===== src/hdl/prr_pkg.sv =====
`timescale 1ns / 1ps
// ----------------------------------------------------------------------------
// prr_pkg
// Shared types, codes and helpers of the pressure response receiver.
// ----------------------------------------------------------------------------
package prr_pkg;

	localparam int CHANNELS    = 4;
	localparam int PAYLOAD_LEN = 8;
	localparam int CODE_W      = 10;
	localparam int PRESS_W     = 24;
	localparam int MISS_W      = 8;
	localparam int TAG_W       = 2;

	// Item kinds on the input stream
	typedef enum logic [1:0] {
		K_BEGIN   = 2'd0,
		K_BYTE    = 2'd1,
		K_END     = 2'd2,
		K_TIMEOUT = 2'd3
	} kind_t;

	// Result status codes
	typedef enum logic [1:0] {
		ST_UPDATED = 2'd0,
		ST_NOFRAME = 2'd1,
		ST_TIMEOUT = 2'd2,
		ST_LOST    = 2'd3
	} status_t;

	// Configuration register indexes
	typedef enum logic [1:0] {
		REG_ZERO_CODE  = 2'd0,
		REG_KPA_GAIN   = 2'd1,
		REG_ALPHA      = 2'd2,
		REG_LOST_LIMIT = 2'd3
	} cfg_reg_t;

	localparam logic [9:0]  ZERO_CODE_RST  = 10'd102;
	localparam logic [23:0] KPA_GAIN_RST   = 24'd65536;
	localparam logic [8:0]  ALPHA_RST      = 9'd154;
	localparam logic [7:0]  LOST_LIMIT_RST = 8'd10;
	localparam logic [8:0]  ALPHA_ONE      = 9'd256;

	typedef logic [CHANNELS-1:0][CODE_W-1:0] code_arr_t;

	// One memory row per joint
	typedef struct packed {
		logic [MISS_W-1:0]                miss;
		logic [CHANNELS-1:0][PRESS_W-1:0] press;
	} row_t;

	// Receive-side control strobes
	typedef struct packed {
		logic poll_start;
		logic take;
		logic clear;
	} rx_ctrl_t;

	typedef struct packed {
		logic                      valid;
		logic [TAG_W-1:0]          tag;
		logic signed [10:0]        diff;
		logic signed [PRESS_W-1:0] prev;
	} chan_in_t;

	typedef struct packed {
		logic                      valid;
		logic [TAG_W-1:0]          tag;
		logic signed [PRESS_W-1:0] value;
	} chan_out_t;

	function automatic logic signed [PRESS_W-1:0] sat24(input logic signed [39:0] v);
		if (v > 40'sd8388607) begin
			return 24'sh7FFFFF;
		end else if (v < -40'sd8388608) begin
			return 24'sh800000;
		end else begin
			return v[PRESS_W-1:0];
		end
	endfunction

endpackage


===== src/hdl/prr_ram.sv =====
`timescale 1ns / 1ps
// ----------------------------------------------------------------------------
// prr_ram
// Generic single-write, single-read RAM with registered read data.
// ----------------------------------------------------------------------------
module prr_ram #(
	parameter int WIDTH = 8,
	parameter int DEPTH = 8,
	localparam int AW = (DEPTH > 1) ? $clog2(DEPTH) : 1
) (
	input  logic             clk,
	input  logic             we,
	input  logic [AW-1:0]    waddr,
	input  logic [WIDTH-1:0] wdata,
	input  logic             re,
	input  logic [AW-1:0]    raddr,
	output logic [WIDTH-1:0] rdata
);

	logic [WIDTH-1:0] mem_q [DEPTH];
	logic [WIDTH-1:0] rdata_q;

	always_ff @(posedge clk) begin
		if (we) begin
			mem_q[waddr] <= wdata;
		end
		if (re) begin
			rdata_q <= mem_q[raddr];
		end
	end

	assign rdata = rdata_q;

endmodule


===== src/hdl/prr_rx.sv =====
`timescale 1ns / 1ps
// ----------------------------------------------------------------------------
// prr_rx
// Reply frame parser: address search, payload capture, code check.
// ----------------------------------------------------------------------------
module prr_rx
	import prr_pkg::*;
(
	input  logic      clk,
	input  logic      arst_n,
	input  rx_ctrl_t  ctrl,
	input  logic [7:0] byte_value,
	input  logic [2:0] cur_joint,
	output logic      frame_good,
	output code_arr_t good_codes
);

	logic [7:0]  prev_q;
	logic [3:0]  cnt_q;
	logic        fg_q;
	logic [7:0]  pl_q [PAYLOAD_LEN];
	code_arr_t   codes_q;
	code_arr_t   codes_n;
	logic        codes_ok;
	logic        addr_hit;
	logic        last_byte;
	logic [15:0] addr_want;

	assign addr_want = 16'hFFFF - {13'd0, cur_joint};
	assign addr_hit  = ({prev_q, byte_value} == addr_want);
	assign last_byte = (cnt_q == 4'(PAYLOAD_LEN));

	// Last byte comes straight from the input, not from the store
	always_comb begin
		logic [7:0] hi;
		logic [7:0] lo;
		codes_ok = 1'b1;
		for (int i = 0; i < CHANNELS; i++) begin
			hi = pl_q[2*i];
			lo = (i == CHANNELS - 1) ? byte_value : pl_q[2*i+1];
			codes_n[i] = {hi[1:0], lo};
			if (hi[7:2] != 6'd0) begin
				codes_ok = 1'b0;
			end
		end
	end

	always_ff @(posedge clk or negedge arst_n) begin
		if (!arst_n) begin
			prev_q <= 8'd0;
			cnt_q  <= 4'd0;
			fg_q   <= 1'b0;
		end else if (ctrl.poll_start || ctrl.clear) begin
			prev_q <= 8'd0;
			cnt_q  <= 4'd0;
			fg_q   <= 1'b0;
		end else if (ctrl.take) begin
			if (cnt_q == 4'd0) begin
				if (addr_hit) begin
					cnt_q  <= 4'd1;
					prev_q <= 8'd0;
				end else begin
					prev_q <= byte_value;
				end
			end else if (!last_byte) begin
				cnt_q <= cnt_q + 4'd1;
			end else begin
				fg_q   <= codes_ok;
				cnt_q  <= 4'd0;
				prev_q <= 8'd0;
			end
		end
	end

	always_ff @(posedge clk) begin
		if (ctrl.take && (cnt_q != 4'd0)) begin
			pl_q[3'(cnt_q - 4'd1)] <= byte_value;
		end
		if (ctrl.take && last_byte && codes_ok) begin
			codes_q <= codes_n;
		end
	end

	assign frame_good = fg_q;
	assign good_codes = codes_q;

endmodule


===== src/hdl/prr_chan.sv =====
`timescale 1ns / 1ps
// ----------------------------------------------------------------------------
// prr_chan
// Four-stage channel pipeline: code to kPa Q8, then first-order low-pass.
// ----------------------------------------------------------------------------
module prr_chan
	import prr_pkg::*;
(
	input  logic        clk,
	input  logic        arst_n,
	input  logic [23:0] kpa_gain,
	input  logic [8:0]  alpha_c,
	input  chan_in_t    din,
	output chan_out_t   dout
);

	logic [3:0]             vld_q;
	logic [TAG_W-1:0]       tag_s1, tag_s2, tag_s3, tag_s4;
	logic signed [35:0]     prod_s1;
	logic signed [PRESS_W-1:0] prev_s1, prev_s2;
	logic signed [PRESS_W-1:0] p_s2;
	logic signed [33:0]     mnew_s3, mold_s3;
	logic signed [PRESS_W-1:0] f_s4;

	logic signed [35:0]     rnd1, sh1;
	logic signed [34:0]     sum2, sh2;
	logic [8:0]             alpha_n;

	assign alpha_n = ALPHA_ONE - alpha_c;
	assign rnd1    = prod_s1 + 36'sd128;
	assign sh1     = rnd1 >>> 8;
	assign sum2    = $signed({mold_s3[33], mold_s3}) + $signed({mnew_s3[33], mnew_s3})
		+ 35'sd128;
	assign sh2     = sum2 >>> 8;

	always_ff @(posedge clk or negedge arst_n) begin
		if (!arst_n) begin
			vld_q <= 4'd0;
		end else begin
			vld_q <= {vld_q[2:0], din.valid};
		end
	end

	always_ff @(posedge clk) begin
		// stage 1: scale by gain
		prod_s1 <= din.diff * $signed({1'b0, kpa_gain});
		prev_s1 <= din.prev;
		tag_s1  <= din.tag;
		// stage 2: round to Q8, saturate
		p_s2    <= sat24({{4{sh1[35]}}, sh1});
		prev_s2 <= prev_s1;
		tag_s2  <= tag_s1;
		// stage 3: filter weights
		mnew_s3 <= $signed({1'b0, alpha_c}) * p_s2;
		mold_s3 <= $signed({1'b0, alpha_n}) * prev_s2;
		tag_s3  <= tag_s2;
		// stage 4: sum, round, saturate
		f_s4    <= sat24({{5{sh2[34]}}, sh2});
		tag_s4  <= tag_s3;
	end

	assign dout.valid = vld_q[3];
	assign dout.tag   = tag_s4;
	assign dout.value = f_s4;

endmodule


===== src/hdl/pressure_response_receiver_core.sv =====
`timescale 1ns / 1ps
// ----------------------------------------------------------------------------
// pressure_response_receiver_core
// Receives pressure-board reply frames, converts the four channel codes of
// a good frame to filtered kPa per joint and keeps per-joint miss counts.
// ----------------------------------------------------------------------------
//  channel  | direction | fields
//  ---------+-----------+-----------------------------------------------------
//  s_*      | in        | tuser: kind; tdata: joint, byte_value
//  m_*      | out       | tuser: status; tdata: joint_out, pressure_a..d,
//           |           |        miss_count
//  cfg_*    | in        | write-only: zero_code, kpa_gain, alpha, lost_limit
//
// Begin and byte words are accepted while idle and keep the core idle. An
// end or timeout word that leaves the filters alone steps through accept,
// row read and write-back; an end with a good frame also sends the four
// channels one a cycle through the four-stage channel pipeline between
// row read and write-back. The write-back stalls while the previous result
// still waits on m_tready. Reset clears control state and the row valid bits
// and loads the configuration defaults; a row never written reads as zero.
// ----------------------------------------------------------------------------
module pressure_response_receiver_core
	import prr_pkg::*;
#(
	parameter int MAX_JOINTS = 8
) (
	input  logic         clk,
	input  logic         arst_n,
	input  logic         s_tvalid,
	output logic         s_tready,
	input  logic [15:0]  s_tdata,   // [2:0] joint, [10:3] byte_value, rest zero
	input  logic [1:0]   s_tuser,   // [1:0] kind
	output logic         m_tvalid,
	input  logic         m_tready,
	output logic [111:0] m_tdata,   // [2:0] joint_out, [26:3] pressure_a,
	                                // [50:27] pressure_b, [74:51] pressure_c,
	                                // [98:75] pressure_d, [106:99] miss_count
	output logic [1:0]   m_tuser,   // [1:0] status
	input  logic         cfg_we,
	input  logic [1:0]   cfg_addr,
	input  logic [23:0]  cfg_wdata
);

	localparam int JW = (MAX_JOINTS > 1) ? $clog2(MAX_JOINTS) : 1;

	typedef enum logic [4:0] {
		S_IDLE  = 5'b00001,
		S_LOAD  = 5'b00010,
		S_CALC  = 5'b00100,
		S_DRAIN = 5'b01000,
		S_WRITE = 5'b10000
	} state_t;

	// Configuration
	logic [9:0]  zero_code_q;
	logic [23:0] kpa_gain_q;
	logic [8:0]  alpha_q;
	logic [7:0]  lost_limit_q;
	logic [8:0]  alpha_c;

	// Control
	state_t          state_q;
	logic [2:0]      cur_joint_q;
	logic            timeout_q;
	logic            fg_q;
	logic [TAG_W-1:0] issue_q;
	logic [2:0]      got_q;
	logic [MAX_JOINTS-1:0] valid_q;
	status_t         status_q;
	row_t            row_q;

	// Output register
	logic            m_tvalid_q;
	logic [111:0]    out_data_q;
	status_t         out_status_q;

	logic            s_acc;
	kind_t           in_kind;
	logic [2:0]      in_joint;
	logic [7:0]      in_byte;
	logic            joint_ok;
	logic [JW-1:0]   jidx;
	logic            out_free;

	logic            ram_re, ram_we;
	logic [$bits(row_t)-1:0] ram_rdata;
	row_t            rd_row;
	logic [7:0]      miss_inc;

	rx_ctrl_t        rx_ctrl;
	logic            frame_good;
	code_arr_t       good_codes;
	chan_in_t        chan_in;
	chan_out_t       chan_out;

	assign in_kind  = kind_t'(s_tuser);
	assign in_joint = s_tdata[2:0];
	assign in_byte  = s_tdata[10:3];
	assign s_tready = (state_q == S_IDLE);
	assign s_acc    = s_tvalid && s_tready;
	assign joint_ok = (32'(in_joint) < MAX_JOINTS);
	assign jidx     = JW'({{JW{1'b0}}, cur_joint_q});
	assign out_free = !m_tvalid_q || m_tready;
	assign alpha_c  = (alpha_q > ALPHA_ONE) ? ALPHA_ONE : alpha_q;

	// Hold configuration; writes must arrive only while idle, which the core does not enforce
	always_ff @(posedge clk or negedge arst_n) begin
		if (!arst_n) begin
			zero_code_q  <= ZERO_CODE_RST;
			kpa_gain_q   <= KPA_GAIN_RST;
			alpha_q      <= ALPHA_RST;
			lost_limit_q <= LOST_LIMIT_RST;
		end else if (cfg_we) begin
			unique case (cfg_reg_t'(cfg_addr))
				REG_ZERO_CODE:  zero_code_q  <= cfg_wdata[9:0];
				REG_KPA_GAIN:   kpa_gain_q   <= cfg_wdata;
				REG_ALPHA:      alpha_q      <= cfg_wdata[8:0];
				REG_LOST_LIMIT: lost_limit_q <= cfg_wdata[7:0];
			endcase
		end
	end

	// Frame parser strobes
	always_comb begin
		rx_ctrl.poll_start = s_acc && (in_kind == K_BEGIN) && joint_ok;
		rx_ctrl.take       = s_acc && (in_kind == K_BYTE);
		rx_ctrl.clear      = s_acc && ((in_kind == K_END) || (in_kind == K_TIMEOUT));
	end

	prr_rx u_rx (
		.clk        (clk),
		.arst_n     (arst_n),
		.ctrl       (rx_ctrl),
		.byte_value (in_byte),
		.cur_joint  (cur_joint_q),
		.frame_good (frame_good),
		.good_codes (good_codes)
	);

	// Per-joint row store: one read on accept, one write-back at the end.
	// Only one item is in flight, so the write always lands before the
	// next read of the same row.
	assign ram_re = rx_ctrl.clear;
	assign ram_we = (state_q == S_WRITE) && out_free;

	prr_ram #(
		.WIDTH ($bits(row_t)),
		.DEPTH (MAX_JOINTS)
	) u_row_ram (
		.clk   (clk),
		.we    (ram_we),
		.waddr (jidx),
		.wdata (row_q),
		.re    (ram_re),
		.raddr (jidx),
		.rdata (ram_rdata)
	);

	// Unwritten rows read as zero
	assign rd_row   = valid_q[jidx] ? row_t'(ram_rdata) : '0;
	assign miss_inc = (rd_row.miss == 8'hFF) ? rd_row.miss : rd_row.miss + 8'd1;

	// Feed one channel a cycle into the filter pipeline
	always_comb begin
		chan_in.valid = (state_q == S_CALC);
		chan_in.tag   = issue_q;
		chan_in.diff  = $signed({1'b0, good_codes[issue_q]}) - $signed({1'b0, zero_code_q});
		chan_in.prev  = row_q.press[issue_q];
	end

	prr_chan u_chan (
		.clk      (clk),
		.arst_n   (arst_n),
		.kpa_gain (kpa_gain_q),
		.alpha_c  (alpha_c),
		.din      (chan_in),
		.dout     (chan_out)
	);

	// Sequencer
	always_ff @(posedge clk or negedge arst_n) begin
		if (!arst_n) begin
			state_q     <= S_IDLE;
			cur_joint_q <= 3'd0;
			timeout_q   <= 1'b0;
			fg_q        <= 1'b0;
			issue_q     <= '0;
			got_q       <= 3'd0;
			valid_q     <= '0;
			status_q    <= ST_NOFRAME;
			m_tvalid_q  <= 1'b0;
		end else begin
			if (chan_out.valid) begin
				got_q <= got_q + 3'd1;
			end
			// Drop the result once taken, unless a new one replaces it now
			if (m_tvalid_q && m_tready && !ram_we) begin
				m_tvalid_q <= 1'b0;
			end
			unique case (state_q)
				S_IDLE: begin
					if (rx_ctrl.poll_start) begin
						cur_joint_q <= in_joint;
					end
					if (rx_ctrl.clear) begin
						timeout_q <= (in_kind == K_TIMEOUT);
						fg_q      <= frame_good;
						state_q   <= S_LOAD;
					end
				end
				S_LOAD: begin
					issue_q <= '0;
					got_q   <= 3'd0;
					if (timeout_q) begin
						status_q <= (miss_inc > lost_limit_q) ? ST_LOST : ST_TIMEOUT;
						state_q  <= S_WRITE;
					end else if (fg_q) begin
						status_q <= ST_UPDATED;
						state_q  <= S_CALC;
					end else begin
						status_q <= ST_NOFRAME;
						state_q  <= S_WRITE;
					end
				end
				S_CALC: begin
					issue_q <= issue_q + 1'b1;
					if (issue_q == TAG_W'(CHANNELS - 1)) begin
						state_q <= S_DRAIN;
					end
				end
				S_DRAIN: begin
					if (got_q == 3'(CHANNELS)) begin
						state_q <= S_WRITE;
					end
				end
				S_WRITE: begin
					// Advance only once the output slot is free
					if (out_free) begin
						valid_q[jidx] <= 1'b1;
						m_tvalid_q    <= 1'b1;
						state_q       <= S_IDLE;
					end
				end
			endcase
		end
	end

	// Row working copy and output payload
	always_ff @(posedge clk) begin
		if (state_q == S_LOAD) begin
			row_q.press <= rd_row.press;
			if (timeout_q) begin
				row_q.miss <= miss_inc;
			end else if (fg_q) begin
				row_q.miss <= 8'd0;
			end else begin
				row_q.miss <= rd_row.miss;
			end
		end
		if (chan_out.valid) begin
			row_q.press[chan_out.tag] <= chan_out.value;
		end
		if (ram_we) begin
			out_data_q   <= {5'd0, row_q.miss, row_q.press, cur_joint_q};
			out_status_q <= status_q;
		end
	end

	assign m_tvalid = m_tvalid_q;
	assign m_tdata  = out_data_q;
	assign m_tuser  = out_status_q;

`ifndef ASSERT_OFF
	a_updated_clears_miss: assert property (@(posedge clk) disable iff (!arst_n)
		(m_tvalid && (m_tuser == ST_UPDATED)) |-> (m_tdata[106:99] == 8'd0))
		else $error("updated result with nonzero miss count");

	a_lost_above_limit: assert property (@(posedge clk) disable iff (!arst_n)
		(m_tvalid && (m_tuser == ST_LOST)) |-> (m_tdata[106:99] > lost_limit_q))
		else $error("lost reported at or below limit");

	a_writeback_shows: assert property (@(posedge clk) disable iff (!arst_n)
		ram_we |=> m_tvalid)
		else $error("row write-back without a result");

	a_chan_in_window: assert property (@(posedge clk) disable iff (!arst_n)
		chan_out.valid |-> ((state_q == S_CALC) || (state_q == S_DRAIN)))
		else $error("channel result outside filter phase");

	a_got_bound: assert property (@(posedge clk) disable iff (!arst_n)
		got_q <= 3'(CHANNELS))
		else $error("more channel results than channels");
`endif

endmodule

===== config.mk =====
export PLATFORM = sky130hd
export DESIGN_NAME = pressure_response_receiver_core
export DESIGN_NICKNAME = d
export VERILOG_FILES = /design/src/hdl/prr_pkg.sv /design/src/hdl/prr_ram.sv /design/src/hdl/prr_rx.sv /design/src/hdl/prr_chan.sv /design/src/hdl/pressure_response_receiver_core.sv
export SDC_FILE = /design/constraint.sdc
export NUM_CORES = 2
export LEC_CHECK = 0
export ABC_AREA = 1
export ABC_CLOCK_PERIOD_IN_PS = 27700
export BUFFER_PORTS_ARGS = -buffer_cell sky130_fd_sc_hd__buf_2
export CAP_MARGIN = 15
export CORE_ASPECT_RATIO = 0.6
export CORE_MARGIN = 3
export CORE_UTILIZATION = 43
export DETAILED_ROUTE_END_ITERATION = 16
export SLEW_MARGIN = 20
export SYNTH_ARGS = -nofsm -noshare
export SYNTH_HDL_FRONTEND = slang
export SYNTH_SLANG_ARGS = --single-unit

===== constraint.sdc =====
create_clock -name clk -period 27.7 [get_ports clk]
set_clock_uncertainty 0.1 [all_clocks]
set_input_delay 2.77 -clock clk [delete_from_list [all_inputs] [get_ports clk]]
set_output_delay 2.77 -clock clk [all_outputs]
set_load 0.01 [all_outputs]

==> out/summary.txt <==
# nets final - 8460
Vias per Instance - 5.44
Crit end category - register
Setup Total Neg Slack - 0 ns
Maximum number of pins on one net before global-route repair - 105
Worst setup path class - register to register
Mapped Cells - 7426
Fraction of the yosys area taken by sequential cells - 0.529
Fin util - 0.480
Synth warn - 0
Worst endpoint required time - 28.26 ns
CP most frequent cell - nand2_1
Post-Syn Area per Cell - 10.9 µm²
Via count - 55085
Critical path peak fanout - 42
Synth-to-layout area growth - 10.0%
Routability cong. - 0.940
CTS Buf Count - 151
Hold endpoint - u_chan.prev_s2[7]
H-tree levels - 4
Core footprint - 186000 µm²
Starting Density - 0.436
Hold Path Stages - 0
# DRC - 0
Setup Fix Bufs, Post-CTS - 0
Hold WC Path Type - register to register
Vias in the first global route - 53424
CP max stage delay - 0.75 ns
TritonRoute pass-1 iters - 5
Pin slew with the least headroom to its limit - 1.20 ns
Hold Crit Start - u_chan.prev_s1[7]
Clock Path Buffers - 4
CTS tree - done
Post-CTS sizing - 0
Min Tclk post-route - 8.94 ns
Count of final setup violators - 0
Fillers - 16805
Crit share post-route - 0.323
Post-synth EDFFs - 1149
Clock Sink Count - 1540
Remaining global-route overflow - 0
Syn Std Cell Area - 81000 µm²
First-pass GRT wire length - 348000 µm
Fmax - 112 MHz
FFs w/ async S/R, synth - 0.0610
Main synth FF type - edfxtp_1
Die ar. - 194000 µm²
Cts hold-fix bufs - 0
Data arrival time of the worst path - 9.50 ns
Cell count of the worst reg-to-reg path - 29
Hold Vio Cnt, Final - 0
R2R Path Start - issue_q[0]
Number of synthesized register bits - 1540
Worst skew pair latency - 0.81 ns
I/O pin cnt - 165
Number of max-cap violations - 0
Final cell count without fillers - 10124
Distinct cells, synth - 66
Type of origin of the critical path - register
Outcome - finished clean
WL final - 233000 µm
Max-slew violations - 0
Die Span X - 566 µm
DR WL/cell - 23.0 µm
Die Span Y - 342 µm
FP Rows - 122
Clk slew on worst S/H paths - 0.06 ns
Placed Cells - 9852
Root Driver - clkbuf_16
First DRT Iteration DRCs - 6352
Slew margin rel. - 0.202
IO Port Bufs - 154
R2r setup slk - 18.76 ns
Unrepaired setup endpoints after global routing - false
Gr usage total - 0.240
Worst path slowest cell - nand2_1
Antenna Nets Post-Route - 0
Worst R2R End - u_chan.prod_s1[31]
Share of layout cells above drive strength 1 - 0.0707
HPWL after DPL - 158000 µm
Initial antenna violation count - 18
## per-stage QoR
step                      hold WS [ns]  cell area (µm²)  setup slack, ns
after CTS                        0.204            89100            19.04
after floorplan                  0.210            81000            14.24
after global routing             0.207            89100            18.34
final                            0.204            89200            18.76
after global placement           0.211            84400            19.13
after detailed placement         0.212            84400            19.08
## logic make-up after synthesis
group / after synthesis / share of synthesized area
simple gates: 2554 / 0.130
flops: 1540 / 0.529
buf+inv: 1383 / 0.0659
compound gates: 924 / 0.0724
fa+ha+maj: 885 / 0.188
xor+xnor: 139 / 0.0151
other cells: 1 / 0.0000463
## Yosys cell counts, drive strengths merged (3+ instances only)
master | count | area share
nand4 | 114 | 0.0090
a21boi | 5 | 0.00046
nor3 | 50 | 0.0035
o31ai | 7 | 0.00065
and3 | 3 | 0.00023
a21o | 21 | 0.0019
a22o | 61 | 0.0066
dfxtp | 297 | 0.073
nor4 | 19 | 0.0017
nor2 | 739 | 0.035
a31oi | 113 | 0.0087
and2 | 3 | 0.00023
ha | 332 | 0.051
dfrtp | 81 | 0.025
fa | 553 | 0.14
nand2 | 1367 | 0.064
o22ai | 37 | 0.0029
nand3b | 4 | 0.00037
dfstp | 13 | 0.0042
xor2 | 93 | 0.010
a221oi | 83 | 0.0090
buf | 98 | 0.0062
nand3 | 236 | 0.015
edfxtp | 1149 | 0.43
a22oi | 126 | 0.012
xnor2 | 46 | 0.0050
o21ai | 249 | 0.016
a21oi | 191 | 0.012
clkbuf | 178 | 0.0085
o21a | 7 | 0.00065
or2 | 16 | 0.0013
o21bai | 11 | 0.0010
inv | 1106 | 0.051
a211oi | 3 | 0.00028
## worst max-delay path: cells and delay by family, from the launching register on
| kind | cells | cell delay (ns) |
|---|---|---|
| buffers and inverters | 3 | 0.79 |
| flip-flops | 1 | 0.51 |
| AND/OR/NAND/NOR | 10 | 1.72 |
| AO/OA/AOI/OAI | 9 | 2.46 |
| adder cells (fa/ha/maj) | 7 | 3.21 |
## routing by layer
metal  vias to the layer above  wire length (µm)  GRT usage
li1                      24886                 -          -
met1                     27336            112000      0.386
met2                      2600             88000      0.310
met3                       257             29000     0.0793
met4                         6              3870     0.0399
met5                         -                40          0
## placed cells by master (no fill, tap or decap), types with 10 or more instances in the layout
master	instances
nor2_1	718
inv_4	10
inv_1	1087
o21ai_1	10
clkbuf_1	50
or2_2	14
nand3_1	228
clkbuf_8	20
ha_1	332
a221oi_1	83
edfxtp_1	1149
buf_4	62
buf_2	153
a21o_1	21
o21ai_0	235
xnor2_1	46
a21oi_1	191
xor2_1	92
a31oi_1	113
nand4_1	113
dfrtp_1	80
a22oi_1	126
nand2_2	16
a22o_1	61
o21bai_1	11
inv_2	10
o22ai_1	37
fa_1	553
dfstp_2	13
nor3_1	43
clkinv_2	14
nor2_4	13
nor4_1	17
nand2_1	1349
clkbuf_16	153
dfxtp_1	297
## flip-flops by register name, summed over array words and instances (netlist names), 5 cells and up
signal,count
alpha_q,9
kpa_gain_q,24
lost_limit_q,8
m_tdata,107
row_q,104
state_q,5
u_chan.f_s4,24
u_chan.mnew_s3,34
u_chan.mold_s3,34
u_chan.p_s2,24
u_chan.prev_s1,24
u_chan.prev_s2,24
u_chan.prod_s1,29
u_row_ram.mem_q,832
u_row_ram.rdata,104
u_rx.good_codes,40
u_rx.pl_q,56
u_rx.prev_q,8
valid_q,8
zero_code_q,10
## cell type report
| class | instances | area (µm²) | share of cell area |
|---|---|---|---|
| diodes | 5 | 12.5 | 0.000140 |
| clock buffers | 223 | 4290 | 0.0481 |
| clock inverters | 43 | 440 | 0.00494 |
| inverters | 1107 | 4180 | 0.0469 |
| multi-input cells | 4507 | 33000 | 0.370 |
| flip-flops and latches | 1540 | 42800 | 0.480 |
| well taps | 2480 | 3100 | 0.0348 |
| repair buffers | 219 | 1310 | 0.0147 |
## how the worst max path moves through the flow
stage	startpoint	endpoint	slack, ns	cells past startpoint
after floorplan	m_tready	u_row_ram.mem_q[0][0]	14.24	5
after global placement	issue_q[0]	u_chan.prod_s1[31]	19.13	29
after detailed placement	issue_q[0]	u_chan.prod_s1[31]	19.08	29
after CTS	issue_q[1]	u_chan.prod_s1[31]	19.04	29
after global routing	issue_q[1]	u_chan.prod_s1[31]	18.34	29
final	issue_q[0]	u_chan.prod_s1[31]	18.76	29
Power is left out: the tool's default activity adds up to more than one toggle a clock period on the data nets, which glitch-free logic cannot reach.
